**src/rtl/core/iss_pkg.sv**
```systemverilog
// iss_pkg: shared types, codes and widths for the indexed sequence store
// no dependencies
package iss_pkg;

  localparam int DEPTH_DEF  = 64;
  localparam int CMD_W      = 2;
  localparam int IDX_W      = 6;
  localparam int VAL_W      = 64;
  localparam int STATUS_W   = 2;
  localparam int POS_W      = 6;
  localparam int COUNT_W    = 7;

  typedef enum logic [CMD_W-1:0] {
    CMD_APPEND = 2'd0,
    CMD_REMOVE = 2'd1,
    CMD_READ   = 2'd2
  } cmd_t;

  typedef enum logic [STATUS_W-1:0] {
    ST_OK    = 2'd0,
    ST_EMPTY = 2'd1,
    ST_RANGE = 2'd2,
    ST_FULL  = 2'd3
  } status_t;

  typedef enum logic {
    S_IDLE = 1'b0,
    S_READ = 1'b1
  } fsm_state_t;

  // per-cycle command to the row of cells
  typedef struct packed {
    logic app_en;
    logic shift_en;
  } cell_ctrl_t;

endpackage

```
**src/rtl/core/iss_cell.sv**
```systemverilog
// iss_cell: one storage slot of the row, loads on append or takes its
// upper neighbour's value when an entry at or below it is removed
// depends on iss_pkg
module iss_cell #(
  parameter int POS   = 0,
  parameter int CNT_W = 7,
  parameter int CMP_W = 7
) (
  input  logic                     clk,
  input  iss_pkg::cell_ctrl_t      ctrl,
  input  logic [CNT_W-1:0]         cnt,
  input  logic [CMP_W-1:0]         idx,
  input  logic [iss_pkg::VAL_W-1:0] app_value,
  input  logic [iss_pkg::VAL_W-1:0] next_value,
  output logic [iss_pkg::VAL_W-1:0] value
);
  import iss_pkg::*;

  logic [VAL_W-1:0] value_r;
  logic [VAL_W-1:0] value_nxt;

  always_comb begin
    value_nxt = value_r;
    if (ctrl.app_en && (cnt == CNT_W'(POS))) begin
      value_nxt = app_value;
    end else if (ctrl.shift_en && (idx <= CMP_W'(POS))) begin
      value_nxt = next_value;
    end
  end

  always_ff @(posedge clk) begin
    value_r <= value_nxt;
  end

  assign value = value_r;

endmodule

```
**config.mk**
```make
export PLATFORM = sky130hd
export DESIGN_NAME = iss_cell
export DESIGN_NICKNAME = d
export VERILOG_FILES = /design/src/rtl/core/iss_pkg.sv /design/src/rtl/core/iss_cell.sv
export SDC_FILE = /design/constraint.sdc
export NUM_CORES = 1
export LEC_CHECK = 0
export BUFFER_PORTS_ARGS = -buffer_cell sky130_fd_sc_hd__buf_2
export CAP_MARGIN = 25
export CORE_MARGIN = 2
export CORE_UTILIZATION = 42
export CTS_BUF_LIST = sky130_fd_sc_hd__clkbuf_8
export DETAILED_ROUTE_END_ITERATION = 10
export PLACE_DENSITY = 0.79
export SYNTH_ARGS = -nofsm -noshare
export SYNTH_HDL_FRONTEND = slang
export SYNTH_SLANG_ARGS = --single-unit
```
**constraint.sdc**
```tcl
create_clock -name clk -period 3.5 [get_ports clk]
set_input_delay 0.175 -clock clk [delete_from_list [all_inputs] [get_ports clk]]
set_output_delay 0.175 -clock clk [all_outputs]
set_load 0.02 [all_outputs]
```
### After elaboration in Yosys (flattened, before gate mapping)

Cells that the tools add are included.

* reduce and logical (&&, ||, !) cells: 4
* magnitude comparators: 1
* mux-type cells: 2

Operators by type and width (number)
* 64-bit 2-to-1 mux: 2
* 7-bit by 1-bit <= comparator with 1-bit output, second input constant: 1
* 7-bit logical NOT: 1
* 1-bit logical AND: 2
* 2-bit nonzero test: 1

* input bits: 145
* register bits: 64
* logic and storage cells: 8
* output and inout port bits: 64

### Longest topological paths before layout

* depth after elaboration: 4
* depth in mapped cells: 5
* depth with buffers taken out: 3

### Worst setup path after synthesis

No wires, ideal clock.

* path kind: in2reg
* start point: input port cnt[1]
* end point: register value_r[0] (netlist: value[0]), enable pin
* stages on the path: 5
* path slack: 0.859 ns
* data arrival time: 2.217 ns
* buffers on the path: 2
* setup time: 0.424 ns
* data required time: 3.076 ns
* cells stage by stage: nor4_1 nand2_1 buf_6 buf_6 nand2_1

* cells in the longest elaborated chain, start to end: 3

Ends and longest elaborated chain
* start, declared: RTL line iss_cell.sv:11 `input logic [CNT_W-1:0] cnt,`
* 7-bit logical NOT: RTL line iss_cell.sv:24 `if (ctrl.app_en && (cnt == CNT_W'(POS))) begin`
* 1-bit logical AND: RTL line iss_cell.sv:24
* 2-bit nonzero test (no source line)
* end signal, assigned: RTL line iss_cell.sv:32 `value_r <= value_nxt;`
* end, declared: RTL line iss_cell.sv:19 `logic [VAL_W-1:0] value_r;`

Every way passes these cells.
A chain may end at the register's enable or synchronous reset.

### Worst setup path in the final report

* start point: input port cnt[1]
* end point: register value_r[50] (netlist: value[50]) (data pin)

* cells in the longest elaborated chain, start to end: 3

Ends and longest elaborated chain
* 7-bit logical NOT: RTL line iss_cell.sv:24
* 1-bit logical AND: RTL line iss_cell.sv:24
* 64-bit 2-to-1 mux: RTL line iss_cell.sv:24
* net value_nxt[50]: RTL line iss_cell.sv:20 `logic [VAL_W-1:0] value_nxt;`

The timed path passes the listed nets, and every way through them passes these cells.

==> results.sh <==
export IMPL_dp_hpwl_um=5544
export IMPL_seq_area_frac_synth_pct=65.22
export IMPL_wire_per_inst_um=15.82
export IMPL_final_setup_viol_count=0
export IMPL_wl_um=7247
export IMPL_htree_levels=3
export IMPL_firstDrtPassIters=4
export IMPL_cts_sinks=64
export IMPL_nets=502
export IMPL_grt_pass1_wl_um=9673
export IMPL_cts_tree="built"
export IMPL_status="complete, no violations"
export IMPL_hold_viol=0
export IMPL_place_congestion=0.7426
export IMPL_maxSlewHeadroom_pct=57.02
export IMPL_yosys_warnings=0
export IMPL_num_vias=2073
export IMPL_rsz0062_at_grt="no"
export IMPL_largest_reg_flops=64
export IMPL_antenna_left=0
export IMPL_antenna_found_initial=0
export IMPL_final_setup_tns_ns=0
export IMPL_die_area_mm2=0.007702
export IMPL_num_antenna_cells=0
export IMPL_syn_avg_cell_area_um2=20.75
export IMPL_cts_resized=0
export IMPL_synthCells=142
export IMPL_vias_per_cell=4.526
export IMPL_finalCritPeriodShare_pct=46.57
export IMPL_synth_distinct_cells=9
export IMPL_num_rows=30
export IMPL_end_kind="flip-flop"
export IMPL_syn_num_nets=287
export IMPL_hp_class="primary input to flip-flop"
export IMPL_portBuffers=208
export IMPL_grt_pass1_vias=2074
export IMPL_globalRouteTotalUtil_pct=17.25
export IMPL_drc_errors=0
export IMPL_powerDensity_mw_per_mm2=389.4
export IMPL_drt_iter0_drc=43
export IMPL_die_h_um=87.76
export IMPL_cts_inserted_buffers=9
export IMPL_hold_start="app_value[42]"
export IMPL_grt_max_degree=65
export IMPL_cp_data_arrival_time_ns=1.70
export IMPL_hold_path_depth=2
export IMPL_p_leak_nw=2.088
export IMPL_path_clk_slew_ns=0.07
export IMPL_maxCapViolCount=0
export IMPL_hold_end="value[42]$_DFFE_PP_"
export IMPL_cts_root_to_sink_buffers=2
export IMPL_fmax_mhz=613.6
export IMPL_setup_worst_path_start_class="primary input"
export IMPL_syn_area_mm2=0.002947
export IMPL_cts_setup_buffers=0
export IMPL_worstMarginPinSlew_ns=0.6425
export IMPL_core_mm2=0.006794
export IMPL_postCtsHoldBufs=0
export IMPL_yosys_register_bits=64
export IMPL_syn_to_final_growth_pct=46.03
export IMPL_drive_above_1_share_pct=80.94
export IMPL_overflow=0
export IMPL_ioPinCount=209
export IMPL_finalCriticalPeriod_ns=1.630
export IMPL_drv_slew=0
export IMPL_critPathKind="primary input to flip-flop"
export IMPL_worstPathMaxFanout=33
export IMPL_dieWidth_um=87.76
export IMPL_power_mw=1.676
export IMPL_start_util_pct=43.37
export IMPL_clock_root_buffer="clkbuf_8"
export IMPL_vdd_drop_max_v=0.0002794
export IMPL_required_ns=3.57
==> worst max-delay path, cell delays in order <==
cell and delay (ns):
buf_2 0.09, nor4_1 0.43, nand2_4 0.08, buf_4 0.31, buf_12 0.26, mux2_4 0.32
==> stage by stage <==
step | cell area, µm² | hold WS, ns | setup slack [ns] | utilization [%] | cells
global route | 4303 | 0.1323 | 1.693 | 63.33 | 458
detailed placement | 4073 | 0.4782 | 1.455 | 59.94 | 441
floorplan | 2947 | 0.3925 | 0.8593 | - | 142
finish | 4303 | 0.1478 | 1.870 | 63.33 | 458
CTS | 4283 | 0.1288 | 1.814 | 63.04 | 457
global placement | 4073 | 0.4745 | 1.513 | 59.94 | 441
==> cells by family after synthesis <==
family                 Yosys count  synth area share, %
and+or+nand+nor                  7                1.613
buffers and inverters            7                2.463
muxes                           64                30.70
DFF                             64                65.22
==> area by class of cell <==
class,instances,area (µm²)
well taps,96,120.1
multi-input cells,71,962.2
flip-flops and latches,64,1922
fillers,560,2491
clock inverters,7,86.33
clock buffers,9,123.9
repair buffers,211,1089
==> placed cells by master (no fill, tap or decap) <==
cell type     n
nand2_4       1
nand2_1       1
nor4b_1       1
clkinv_2      3
mux2_4       49
buf_12        2
clkbuf_8      9
nor4_1        2
mux2_2       15
buf_2       208
nor4b_2       1
nand2_2       1
bufinv_16     2
edfxtp_1     64
buf_4         1
clkinvlp_4    1
clkinv_1      1
==> where the power goes <==
group,internal [mW],total [mW],switching (mW)
combinational,0.106,0.155,0.0485
clock,0.395,0.671,0.276
sequential,0.849,0.850,0.00132
total,1.35,1.68,0.326
==> layer usage <==
layer,track usage [%],vias up,wire [µm]
met4,7.273,0,84
li1,-,990,-
met1,17.89,951,2518
met3,5.467,7,730
met2,31.89,125,3914
met5,0,-,0
==> synthesized netlist by cell type <==
library cell	n	area, µm²
mux2_2	15	168.9
nor4_1	2	12.51
nor4b_2	1	15.01
nor4b_1	1	8.760
nand2_1	3	11.26
edfxtp_1	64	1922
mux2_4	49	735.7
buf_6	6	67.56
buf_2	1	5.000
==> worst max path at each step <==
stage                                to  slack [ns]  depth (start not counted)     from
finish              value[50]$_DFFE_PP_        1.87                          6   cnt[1]
global route        value[22]$_DFFE_PP_        1.69                          5   idx[4]
CTS                 value[13]$_DFFE_PP_        1.81                          5  ctrl[1]
detailed placement  value[13]$_DFFE_PP_        1.45                          5  ctrl[1]
global placement     value[3]$_DFFE_PP_        1.51                          5  ctrl[1]
floorplan            value[0]$_DFFE_PP_        0.86                          5   cnt[1]
Power figures use the tool's default switching activity.
